===== config.mk =====
export PLATFORM = sky130hd
export DESIGN_NAME = shd_ctrl
export DESIGN_NICKNAME = d
export VERILOG_FILES = /design/src/hdl/shd_pkg.sv /design/src/hdl/shd_ctrl.sv
export VERILOG_INCLUDE_DIRS = /design/src /design/src/hdl
export SDC_FILE = /design/constraint.sdc
export NUM_CORES = 1
export LEC_CHECK = 0
export ABC_CLOCK_PERIOD_IN_PS = 2000
export BUFFER_PORTS_ARGS = -buffer_cell sky130_fd_sc_hd__buf_2
export CAP_MARGIN = 20
export CORE_AREA = 4 4 41 43
export DETAILED_ROUTE_END_ITERATION = 8
export DIE_AREA = 0 0 45 47
export HOLD_SLACK_MARGIN = 0.15
export SLEW_MARGIN = 10
export SYNTH_ARGS = -nofsm -noshare
export SYNTH_HDL_FRONTEND = slang
export SYNTH_SLANG_ARGS = --single-unit

===== constraint.sdc =====
create_clock -name clk -period 2 [get_ports clk]
set_clock_uncertainty 0.15 [all_clocks]
set_input_delay 0.2 -clock clk [delete_from_list [all_inputs] [get_ports clk]]
set_output_delay 0.2 -clock clk [all_outputs]
set_load 0.005 [all_outputs]

===== src/hdl/sha512_family_digest_core_macros.svh =====
// Assertion helpers included by shd_ctrl
`ifndef SHA512_FAMILY_DIGEST_CORE_MACROS_SVH
`define SHA512_FAMILY_DIGEST_CORE_MACROS_SVH

`define SHD_ASSERT_IMPL(label, clk, rst_n, ante, cons, msg) \
  label: assert property (@(posedge clk) disable iff (!rst_n) (ante) |-> (cons)) \
    else $error(msg);

`define SHD_ASSERT_NEXT(label, clk, rst_n, ante, cons, msg) \
  label: assert property (@(posedge clk) disable iff (!rst_n) (ante) |=> (cons)) \
    else $error(msg);

`endif


===== src/hdl/shd_pkg.sv =====
`default_nettype none
package shd_pkg;

  localparam int unsigned WordW      = 64;
  localparam int unsigned Rounds     = 80;
  localparam int unsigned BlockWords = 16;
  localparam int unsigned ModeW      = 2;
  localparam logic [ModeW-1:0] ModeReset = 2'd3;
  localparam logic [ModeW-1:0] Mode224   = 2'd0;
  localparam logic [7:0] PadMark = 8'h80;

  typedef struct packed {
    logic [63:0] msg_word;
    logic [3:0]  byte_count;
    logic        last_word;
  } in_item_t;

  typedef struct packed {
    logic [63:0] digest_word;
    logic [2:0]  word_index;
    logic [3:0]  valid_bytes;
    logic        digest_end;
  } out_item_t;

  typedef enum logic [2:0] {
    ST_IDLE, ST_ROUND, ST_FOLD, ST_TAIL, ST_EMIT
  } ctl_state_t;

  // datapath word source for the window write
  typedef enum logic [1:0] {
    SRC_INPUT, SRC_ZERO, SRC_LEN_HI, SRC_LEN_LO
  } word_src_t;

  typedef struct packed {
    logic      push;        // write one word into the block
    word_src_t src;
    logic      pad_fresh;   // write 0x80 word (full last word case)
    logic      start_cmp;   // load working vars from hash
    logic      round;       // do one round
    logic      fold;        // add working vars into hash
    logic      reload;      // IV reload, clear message
    logic      emit_next;   // shift out next digest word
  } dp_cmd_t;

  typedef struct packed {
    logic [4:0] fill;
    logic       round_last;
    logic       emit_last;
  } dp_sts_t;

  function automatic logic [63:0] round_k(input logic [6:0] i);
    logic [63:0] k;
    unique case (i)
      7'd0: k = 64'h428a2f98d728ae22;  7'd1: k = 64'h7137449123ef65cd;
      7'd2: k = 64'hb5c0fbcfec4d3b2f;  7'd3: k = 64'he9b5dba58189dbbc;
      7'd4: k = 64'h3956c25bf348b538;  7'd5: k = 64'h59f111f1b605d019;
      7'd6: k = 64'h923f82a4af194f9b;  7'd7: k = 64'hab1c5ed5da6d8118;
      7'd8: k = 64'hd807aa98a3030242;  7'd9: k = 64'h12835b0145706fbe;
      7'd10: k = 64'h243185be4ee4b28c; 7'd11: k = 64'h550c7dc3d5ffb4e2;
      7'd12: k = 64'h72be5d74f27b896f; 7'd13: k = 64'h80deb1fe3b1696b1;
      7'd14: k = 64'h9bdc06a725c71235; 7'd15: k = 64'hc19bf174cf692694;
      7'd16: k = 64'he49b69c19ef14ad2; 7'd17: k = 64'hefbe4786384f25e3;
      7'd18: k = 64'h0fc19dc68b8cd5b5; 7'd19: k = 64'h240ca1cc77ac9c65;
      7'd20: k = 64'h2de92c6f592b0275; 7'd21: k = 64'h4a7484aa6ea6e483;
      7'd22: k = 64'h5cb0a9dcbd41fbd4; 7'd23: k = 64'h76f988da831153b5;
      7'd24: k = 64'h983e5152ee66dfab; 7'd25: k = 64'ha831c66d2db43210;
      7'd26: k = 64'hb00327c898fb213f; 7'd27: k = 64'hbf597fc7beef0ee4;
      7'd28: k = 64'hc6e00bf33da88fc2; 7'd29: k = 64'hd5a79147930aa725;
      7'd30: k = 64'h06ca6351e003826f; 7'd31: k = 64'h142929670a0e6e70;
      7'd32: k = 64'h27b70a8546d22ffc; 7'd33: k = 64'h2e1b21385c26c926;
      7'd34: k = 64'h4d2c6dfc5ac42aed; 7'd35: k = 64'h53380d139d95b3df;
      7'd36: k = 64'h650a73548baf63de; 7'd37: k = 64'h766a0abb3c77b2a8;
      7'd38: k = 64'h81c2c92e47edaee6; 7'd39: k = 64'h92722c851482353b;
      7'd40: k = 64'ha2bfe8a14cf10364; 7'd41: k = 64'ha81a664bbc423001;
      7'd42: k = 64'hc24b8b70d0f89791; 7'd43: k = 64'hc76c51a30654be30;
      7'd44: k = 64'hd192e819d6ef5218; 7'd45: k = 64'hd69906245565a910;
      7'd46: k = 64'hf40e35855771202a; 7'd47: k = 64'h106aa07032bbd1b8;
      7'd48: k = 64'h19a4c116b8d2d0c8; 7'd49: k = 64'h1e376c085141ab53;
      7'd50: k = 64'h2748774cdf8eeb99; 7'd51: k = 64'h34b0bcb5e19b48a8;
      7'd52: k = 64'h391c0cb3c5c95a63; 7'd53: k = 64'h4ed8aa4ae3418acb;
      7'd54: k = 64'h5b9cca4f7763e373; 7'd55: k = 64'h682e6ff3d6b2b8a3;
      7'd56: k = 64'h748f82ee5defb2fc; 7'd57: k = 64'h78a5636f43172f60;
      7'd58: k = 64'h84c87814a1f0ab72; 7'd59: k = 64'h8cc702081a6439ec;
      7'd60: k = 64'h90befffa23631e28; 7'd61: k = 64'ha4506cebde82bde9;
      7'd62: k = 64'hbef9a3f7b2c67915; 7'd63: k = 64'hc67178f2e372532b;
      7'd64: k = 64'hca273eceea26619c; 7'd65: k = 64'hd186b8c721c0c207;
      7'd66: k = 64'heada7dd6cde0eb1e; 7'd67: k = 64'hf57d4f7fee6ed178;
      7'd68: k = 64'h06f067aa72176fba; 7'd69: k = 64'h0a637dc5a2c898a6;
      7'd70: k = 64'h113f9804bef90dae; 7'd71: k = 64'h1b710b35131c471b;
      7'd72: k = 64'h28db77f523047d84; 7'd73: k = 64'h32caab7b40c72493;
      7'd74: k = 64'h3c9ebe0a15c9bebc; 7'd75: k = 64'h431d67c49c100d4c;
      7'd76: k = 64'h4cc5d4becb3e42b6; 7'd77: k = 64'h597f299cfc657e2a;
      7'd78: k = 64'h5fcb6fab3ad6faec; 7'd79: k = 64'h6c44198c4a475817;
      default: k = '0;
    endcase
    return k;
  endfunction

  function automatic logic [511:0] mode_iv(input logic [1:0] m);
    logic [511:0] v;
    unique case (m)
      2'd0: v = {64'h8c3d37c819544da2, 64'h73e1996689dcd4d6, 64'h1dfab7ae32ff9c82,
                 64'h679dd514582f9fcf, 64'h0f6d2b697bd44da8, 64'h77e36f7304c48942,
                 64'h3f9d85a86a1d36c8, 64'h1112e6ad91d692a1};
      2'd1: v = {64'h22312194fc2bf72c, 64'h9f555fa3c84c64c2, 64'h2393b86b6f53b151,
                 64'h963877195940eabd, 64'h96283ee2a88effe3, 64'hbe5e1e2553863992,
                 64'h2b0199fc2c85b8aa, 64'h0eb72ddc81c52ca2};
      2'd2: v = {64'hcbbb9d5dc1059ed8, 64'h629a292a367cd507, 64'h9159015a3070dd17,
                 64'h152fecd8f70e5939, 64'h67332667ffc00b31, 64'h8eb44a8768581511,
                 64'hdb0c2e0d64f98fa7, 64'h47b5481dbefa4fa4};
      default: v = {64'h6a09e667f3bcc908, 64'hbb67ae8584caa73b, 64'h3c6ef372fe94f82b,
                    64'ha54ff53a5f1d36f1, 64'h510e527fade682d1, 64'h9b05688c2b3e6c1f,
                    64'h1f83d9abfb41bd6b, 64'h5be0cd19137e2179};
    endcase
    return v;
  endfunction

  function automatic logic [2:0] mode_last(input logic [1:0] m);
    logic [2:0] n;
    unique case (m)
      2'd0, 2'd1: n = 3'd3;
      2'd2:       n = 3'd5;
      default:    n = 3'd7;
    endcase
    return n;
  endfunction

  function automatic logic [63:0] rotr(input logic [63:0] x, input int unsigned n);
    return (x >> n) | (x << (64 - n));
  endfunction

endpackage
`default_nettype wire


===== src/hdl/shd_ctrl.sv =====
`default_nettype none
`include "sha512_family_digest_core_macros.svh"
module shd_ctrl (
  input  wire logic             clk,
  input  wire logic             rst_n,
  input  wire logic             in_valid,
  input  wire logic             in_last,
  input  wire logic             in_full,   // last item holds 8 bytes
  output logic                  in_stall,
  output logic                  out_valid,
  input  wire logic             out_stall,
  input  wire shd_pkg::dp_sts_t sts,
  output shd_pkg::dp_cmd_t      cmd
);

  shd_pkg::ctl_state_t state_r, state_nxt;
  logic tail_r, tail_nxt;     // message in padding phase
  logic mark_r, mark_nxt;     // 0x80 word still owed
  logic len_r, len_nxt;       // length words placed, digest owed
  logic acc;

  always_ff @(posedge clk) begin
    if (!rst_n) begin
      state_r <= shd_pkg::ST_IDLE;
      tail_r  <= 1'b0;
      mark_r  <= 1'b0;
      len_r   <= 1'b0;
    end else begin
      state_r <= state_nxt;
      tail_r  <= tail_nxt;
      mark_r  <= mark_nxt;
      len_r   <= len_nxt;
    end
  end

  always_comb begin
    state_nxt = state_r;
    tail_nxt  = tail_r;
    mark_nxt  = mark_r;
    len_nxt   = len_r;
    cmd       = '0;
    cmd.src   = shd_pkg::SRC_INPUT;
    in_stall  = 1'b1;
    out_valid = 1'b0;
    acc       = 1'b0;
    unique case (state_r)
      shd_pkg::ST_IDLE: begin
        in_stall = 1'b0;
        acc = in_valid;
        if (acc) begin
          cmd.push = 1'b1;
          if (sts.fill == 5'd15) begin
            cmd.start_cmp = 1'b1;
            state_nxt = shd_pkg::ST_ROUND;
          end else if (in_last) begin
            state_nxt = shd_pkg::ST_TAIL;
          end
          if (in_last) begin
            tail_nxt = 1'b1;
            mark_nxt = in_full;
          end
        end
      end
      shd_pkg::ST_ROUND: begin
        cmd.round = 1'b1;
        if (sts.round_last) state_nxt = shd_pkg::ST_FOLD;
      end
      shd_pkg::ST_FOLD: begin
        cmd.fold = 1'b1;
        if (tail_r) state_nxt = shd_pkg::ST_TAIL;
        else if (len_r) state_nxt = shd_pkg::ST_EMIT;
        else state_nxt = shd_pkg::ST_IDLE;
      end
      shd_pkg::ST_TAIL: begin
        cmd.push = 1'b1;
        if (mark_r) begin
          cmd.pad_fresh = 1'b1;
          mark_nxt = 1'b0;
        end else if (sts.fill == 5'd14) begin
          cmd.src = shd_pkg::SRC_LEN_HI;
          len_nxt = 1'b1;
        end else if (sts.fill == 5'd15 && len_r) begin
          cmd.src = shd_pkg::SRC_LEN_LO;
        end else begin
          // zero padding word; if the marker landed in word 14 or 15, the length goes in the next block
          cmd.src = shd_pkg::SRC_ZERO;
        end
        if (sts.fill == 5'd15) begin
          cmd.start_cmp = 1'b1;
          state_nxt = shd_pkg::ST_ROUND;
          if (len_r) tail_nxt = 1'b0;
        end
      end
      shd_pkg::ST_EMIT: begin
        cmd.push  = 1'b0;
        out_valid = 1'b1;
        if (!out_stall) begin
          cmd.emit_next = 1'b1;
          if (sts.emit_last) begin
            cmd.emit_next = 1'b0;
            cmd.reload = 1'b1;
            len_nxt = 1'b0;
            state_nxt = shd_pkg::ST_IDLE;
          end
        end
      end
      default: state_nxt = shd_pkg::ST_IDLE;
    endcase
  end

  `SHD_ASSERT_IMPL(a_emit_no_input, clk, rst_n, out_valid, in_stall,
    "input taken while digest is streaming")
  `SHD_ASSERT_NEXT(a_fold_after_rounds, clk, rst_n,
    state_r == shd_pkg::ST_ROUND && sts.round_last, state_r == shd_pkg::ST_FOLD,
    "fold did not follow last round")
  `SHD_ASSERT_IMPL(a_round_block_full, clk, rst_n, cmd.round, sts.fill == 5'd16,
    "round with partial block")

endmodule
`default_nettype wire

==> results.md, run 1 <==
- Synth Area in Compound Gates: 26.6%
- Sw Share: 39.4%
- Total power: 0.611 mW
- Die area: 2120 um2
- Mapped Nets: 71
- Most frequent cells in the layout: buf_2, nor2_1, dfxtp_1
- Final wirelength: 1220 um
- CP bufs+invs: 1
- Yosys top cell by area: dfxtp_1
- CP max stage cell: dfxtp_1
- CTS tree: built
- # port buffers: 23
- Max-cap violations: 0
- Per-cell routed wire length: 12.2 um
- Worst-Skew Late Latency: 0.24 ns
- Synth Cell Area: 452 um2
- Top delay family on crit path: flip-flops
- Finish-stage setup viols: 0
- Netlist cell types: 32
- Worst-path fanout max: 8
- Clk slew on worst S/H paths: 0.04 ns
- Root Buffer: clkbuf_4
- CTS sink cnt: 6
- NetSw: 0.241 mW
- Peak Freq: 0.534 GHz
- Post-detail-place hpwl: 937 um
- Critical Path End Type: primary output
- Maximum VDD drop: 0.434 mV
- P per Cell Area: 981 nW/um2
- 1st-iter DRT viols: 22
- Final Cycle Share: 93.6%
- Final Max Tran Viols: 0
- Die height: 47 um
- Critical Path Max Stage Delay: 0.45 ns
- Postcts setup bufs: 0
- Flop pwr share: 32.9%
- CP Class: reg -> out
- Xor and xnor area share after synthesis: 0%
- CP arrival: 1.52 ns
- Via count: 538
- Fraction of registers with async set/reset: 0%
- Vias in the first global route: 446
- Area of the core: 1300 um2
- First-pass GRT wire length: 1880 um
- Synth Area in Adders: 0%
- TritonCTS buffer count: 3
- H-tree Lvls: 1
- Initial antenna violation count: 0
- Antenna diodes: 0
- Detailed-route DRC error count: 0
- Fill cells: 147
- Syn_area_per_cell: 7.79 um2
- Simple-gate share of the synthesized area: 36.3%
- Synth top area share: 26.6%
- Final hold vios: 0
- Antenna Nets Post-Route: 0
- Multi-input gate area: 300 um2
- Worst setup SP type: flip-flop
- Largest net degree at the start of global routing: 9
- Routability cong.: 0.824
- Initial Util: 34.7%
- Hold crit path type: in -> reg
- Post-synthesis register bit count: 6
- Ratio of cells with drive above 1 in the final layout: 38.8%
- Worst hold margin: 0.180 ns
- Gr usage total: 12.5%
- Mux contribution to synthesized area: 2.22%
- Run status: completed
- Reg area: 120 um2
- Min Tclk post-route: 1.87 ns
- Internal power: 0.371 mW
- Design Area, Final: 623 um2
- Worst rel slew slack: 78.9%
- Final nets: 100
- Ys flop type: dfxtp_1
- Synth warn: 0
- Combinational power share: 49.9%
- CP required: 1.65 ns
- Leak: 0.294 nW
- IO Pins: 24
- Clock Power Share: 17.3%
- Post-synth EDFFs: 0
- Crit path cell chain: nand3b_1 > a2111oi_2 > buf_2
- Seq/Total Area, Yosys: 26.6%
- Maximum clock insertion buffer count: 2
- Die width: 45 um
- Vias per std cell: 5.38
- Global route overflow: 0
- Worst-margin pin slew: 0.315 ns
- First-pass iteration count of the detailed router: 4
- Largest family of logic cells by synthesized area: simple AND/OR/NAND/NOR gates
- Commonest non-fill, non-tap cell in the layout: buf_2
- Placed cell area: 574 um2
- Cells after Synth: 58
- Top cells by area, synth: dfxtp_1, nor2_1, o21a_1
- Area Growth Syn to Fin: 38.0%
- FP Rows: 13
[cells by family after synthesis]
logic type,Yosys count
AND/OR/NAND/NOR,27
AO/OA/AOI/OAI,16
buffers and inverters,8
flip-flops,6
multiplexers,1
[metrics by stage]
step	worst slack [ns]	instances	utilization (%)	TNS, ns
3_3_place_gp	0.282	95	44.1	0
4_1_cts	0.0406	100	47.4	0
5_1_grt	-0.0626	100	47.9	-0.0626
2_1_floorplan	0.309	58	-	0
3_5_place_dp	0.283	95	44.1	0
6_report	0.127	100	47.9	0
[path summary, 6_finish.rpt]
path | slack (ns) | start | depth (start not counted) | end
setup reg to reg | 0.27 | state_r[0] | 4 | mark_r
hold / removal | 0.18 | out_stall | 3 | len_r
hold reg to reg | 0.44 | len_r | 2 | len_r
setup / recovery | 0.13 | state_r[0] | 3 | cmd[7]
[worst reg2reg max path, delay by kind of cell, from the launching register on]
family,cells,cell delay [ns]
flops,1,0.37
compound gates,1,0.17
simple gates,3,0.93
[final cells by class]
| cell class | instances | share of cell area, % |
|---|---|---|
| Clock buffer | 3 | 3.61 |
| Inverter | 7 | 4.22 |
| Multi-Input combinational cell | 44 | 48.2 |
| Sequential cell | 6 | 19.3 |
| Tap cell | 15 | 3.01 |
| Timing Repair Buffer | 25 | 21.7 |
[registers in the layout, indices dropped and copies added, names as in the netlist]
signal,cells
state_r,3
len_r,1
mark_r,1
tail_r,1
[synthesized netlist by cell type, types with 2 or more instances]
| cell | n |
|---|---|
| nand3_1 | 2 |
| nor3b_1 | 2 |
| nand2_1 | 2 |
| o21a_1 | 3 |
| a31oi_1 | 3 |
| dfxtp_1 | 6 |
| a21oi_1 | 2 |
| nand2b_1 | 2 |
| nor2_1 | 6 |
| inv_1 | 4 |
| nor3_1 | 4 |
| inv_2 | 2 |
[timing repair]
item	CTS	global route
resized for setup	0	2
endpoints found under the setup margin	0	1
hold buffers	2	0
endpoints found under the hold margin	6	0
[routing by layer]
layer  wire length [um]  global-route usage, %  vias to the layer above
li1                   -                      -                      275
met1                554                   16.4                      233
met2                532                   18.1                       28
met3                120                   2.68                        2
met4                  9                   8.77                        0
met5                  0                      0                        -
[power by group through the flow]
| stage | logic, mW | clock network, mW | registers, mW |
|---|---|---|---|
| 2_1_floorplan | 0.243 | 0 | 0.178 |
| 3_3_place_gp | 0.302 | 0 | 0.200 |
| 3_5_place_dp | 0.301 | 0 | 0.200 |
| 4_1_cts | 0.305 | 0.111 | 0.198 |
| 5_1_grt | 0.342 | 0.122 | 0.205 |
| 6_report | 0.305 | 0.106 | 0.201 |
Power figures use the tool's default switching activity.
==> run 2, diff against run 1 <==
- PLACE_DENSITY_LB_ADDON: default -> 0.3
==> run 2 against run 1 <==
  * Critical path depth up 2
  * Via count decreased by 3.9%
  * Combinational power rose by 2%
  * Non-clock buffer count up 1
  * Fmax increased by 8.3%
==> results.md, run 2 (synthesis results as in run 1) <==
- Run status: completed
- Critical Path End Type: primary output
- Critical Path Source: state_r[2]
- Post-Place Worst Slack: 0.290 ns (+0.00700 ns)
- Ratio of cells with drive above 1 in the final layout: 38.4% (-0.45 points)
- P per Cell Area: 990 nW/um2 (+0.93%)
- CP bufs+invs: 2 (+1)
- Largest net degree at the start of global routing: 9 (unchanged)
- Initial antenna violation count: 0 (unchanged)
- First-pass iteration count of the detailed router: 4 (unchanged)
- Fill cells: 141 (-4.1%)
- # port buffers: 23 (unchanged)
- TritonCTS buffer count: 3 (unchanged)
- Final hold vios: 0 (unchanged)
- Crit path cell chain: nand3b_1 > buf_4 > o21ai_1 > and3_1 > buf_2
- First-pass GRT wire length: 2020 um (+7.3%)
- Top delay family on crit path: flip-flops
- Critical Path Max Stage Delay: 0.45 ns (about the same)
- Final nets: 101 (+1.0%)
- TNS Setup: 0 ns (unchanged)
- Final Cycle Share: 86.5% (-7.2 points)
- Worst-Skew Late Latency: 0.24 ns (about the same)
- Area Growth Syn to Fin: 38.2%
- Worst r2r src: state_r[1]
- Maximum clock insertion buffer count: 2 (unchanged)
- Die area: 2120 um2 (unchanged)
- Area of the core: 1300 um2 (unchanged)
- Post-layout util: 48.0% (+0.096 points)
- Routability cong.: 0.837 (+1.6%)
- Worst hold margin: 0.176 ns (-0.00377 ns)
- Vias in the first global route: 470 (+5.4%)
- Postcts setup bufs: 0 (unchanged)
- Multi-input gate area: 294 um2 (-2.1%)
- CP Class: reg -> out
- Die height: 47 um (unchanged)
- Per-cell routed wire length: 11.6 um (-4.7%)
- Initial Util: 34.7% (unchanged)
- Fin worst setup slack: 0.271 ns (+0.143 ns)
- Most frequent cells in the layout: buf_2, nor2_1, dfxtp_1
- Leak: 0.298 nW (+1.4%)
- Worst-margin pin slew: 0.318 ns (+0.00281 ns)
- Reg area: 120 um2 (unchanged)
- CTS sink cnt: 6 (unchanged)
- Design Area, Final: 624 um2 (+0.20%)
- Hold crit path type: in -> reg
- Max-cap violations: 0 (unchanged)
- Min Tclk post-route: 1.73 ns (-0.143 ns)
- Detailed-route DRC error count: 0 (unchanged)
- Register with the most flip-flops: state_r
- Placed cell area: 582 um2 (+1.3%)
- Commonest non-fill, non-tap cell in the layout: buf_2
- 1st-iter DRT viols: 6 (-73%)
- Worst rel slew slack: 78.3% (-0.67 points)
- CTS tree: built
- Root Buffer: clkbuf_4
- Gr usage total: 13.2% (+0.66 points)
- CP arrival: 1.38 ns (-0.14 ns)
- FP Rows: 13 (unchanged)
- Finish-stage setup viols: 0 (unchanged)
- Vias per std cell: 5.12 (-4.9%)
- Via count: 517 (-3.9%)
- Antenna diodes: 0 (unchanged)
- CP required: 1.65 ns (about the same)
- Hold_sp: out_stall
- Peak Freq: 0.578 GHz (+8.3%)
- Max reg flops: 3 (unchanged)
- Final wirelength: 1170 um (-3.7%)
- Post-detail-place hpwl: 947 um (+1.2%)
- Antenna Nets Post-Route: 0 (unchanged)
- Global route overflow: 0 (unchanged)
- IO Pins: 24 (unchanged)
- Final Max Tran Viols: 0 (unchanged)
- Clk slew on worst S/H paths: 0.04 ns (about the same)
- Worst-path fanout max: 8 (unchanged)
- Die width: 45 um (unchanged)
- H-tree Lvls: 1 (unchanged)
- CP max stage cell: dfxtp_1
- Worst setup SP type: flip-flop
- Maximum VDD drop: 0.411 mV (-5.3%)
- Unrepaired setup endpoints after global routing: no
==> run 2: changes by cell type in the layout (fill, tap and decap cells not counted), sizes merged <==
| cell | delta |
|---|---|
| buf | +1 |
==> run 2: layer usage <==
| metal | wire length (um) | GRT usage (%) | vias to the layer above |
|---|---|---|---|
| met1 | 549 | 17.7 | 223 |
| met2 | 509 | 19.8 | 17 |
| met4 | 19 | 7.02 | 0 |
| met5 | 0 | 0 | - |
| li1 | - | - | 275 |
| met3 | 94 | 2.68 | 2 |
==> run 2: repair_timing <==
action                    in CTS  in global routing
hold buffers                   2                  0
resized for setup              0                  0
hold endpoints to repair       6                  0
==> run 2: path summary, 6_finish.rpt <==
check / end / slack [ns] / cells past startpoint
worst max-delay path: cmd[4] / 0.27 / 5
worst min-delay path: len_r / 0.18 / 3
worst min register to register: state_r[2] / 0.46 / 3
worst max register to register: state_r[1] / 0.28 / 5
==> run 2: final cells by class <==
| cell class | count | share of cell area [%] |
|---|---|---|
| Multi-Input combinational cell | 44 | 47.1 |
| Timing Repair Buffer | 26 | 22.8 |
| Sequential cell | 6 | 19.2 |
| Inverter | 7 | 4.21 |
| Clock buffer | 3 | 3.61 |
| Tap cell | 15 | 3.01 |
==> run 2: metrics by stage <==
| step | instances | total power [mW] |
|---|---|---|
| finish | 101 | 0.618 |
| global placement | 96 | 0.505 |
| floorplan | 58 | 0.421 |
| global route | 101 | 0.674 |
| CTS | 101 | 0.622 |
| detailed placement | 96 | 0.507 |
==> run 2: where the power goes <==
group,switching [mW],internal [mW]
clock network,0.0414,0.0677
logic,0.153,0.158
registers,0.0486,0.150
total,0.243,0.375
==> run 2: worst min-delay path: cells and delay by family <==
family        cells  cell delay, ns
buf+inv           1            0.10
simple gates      2            0.22
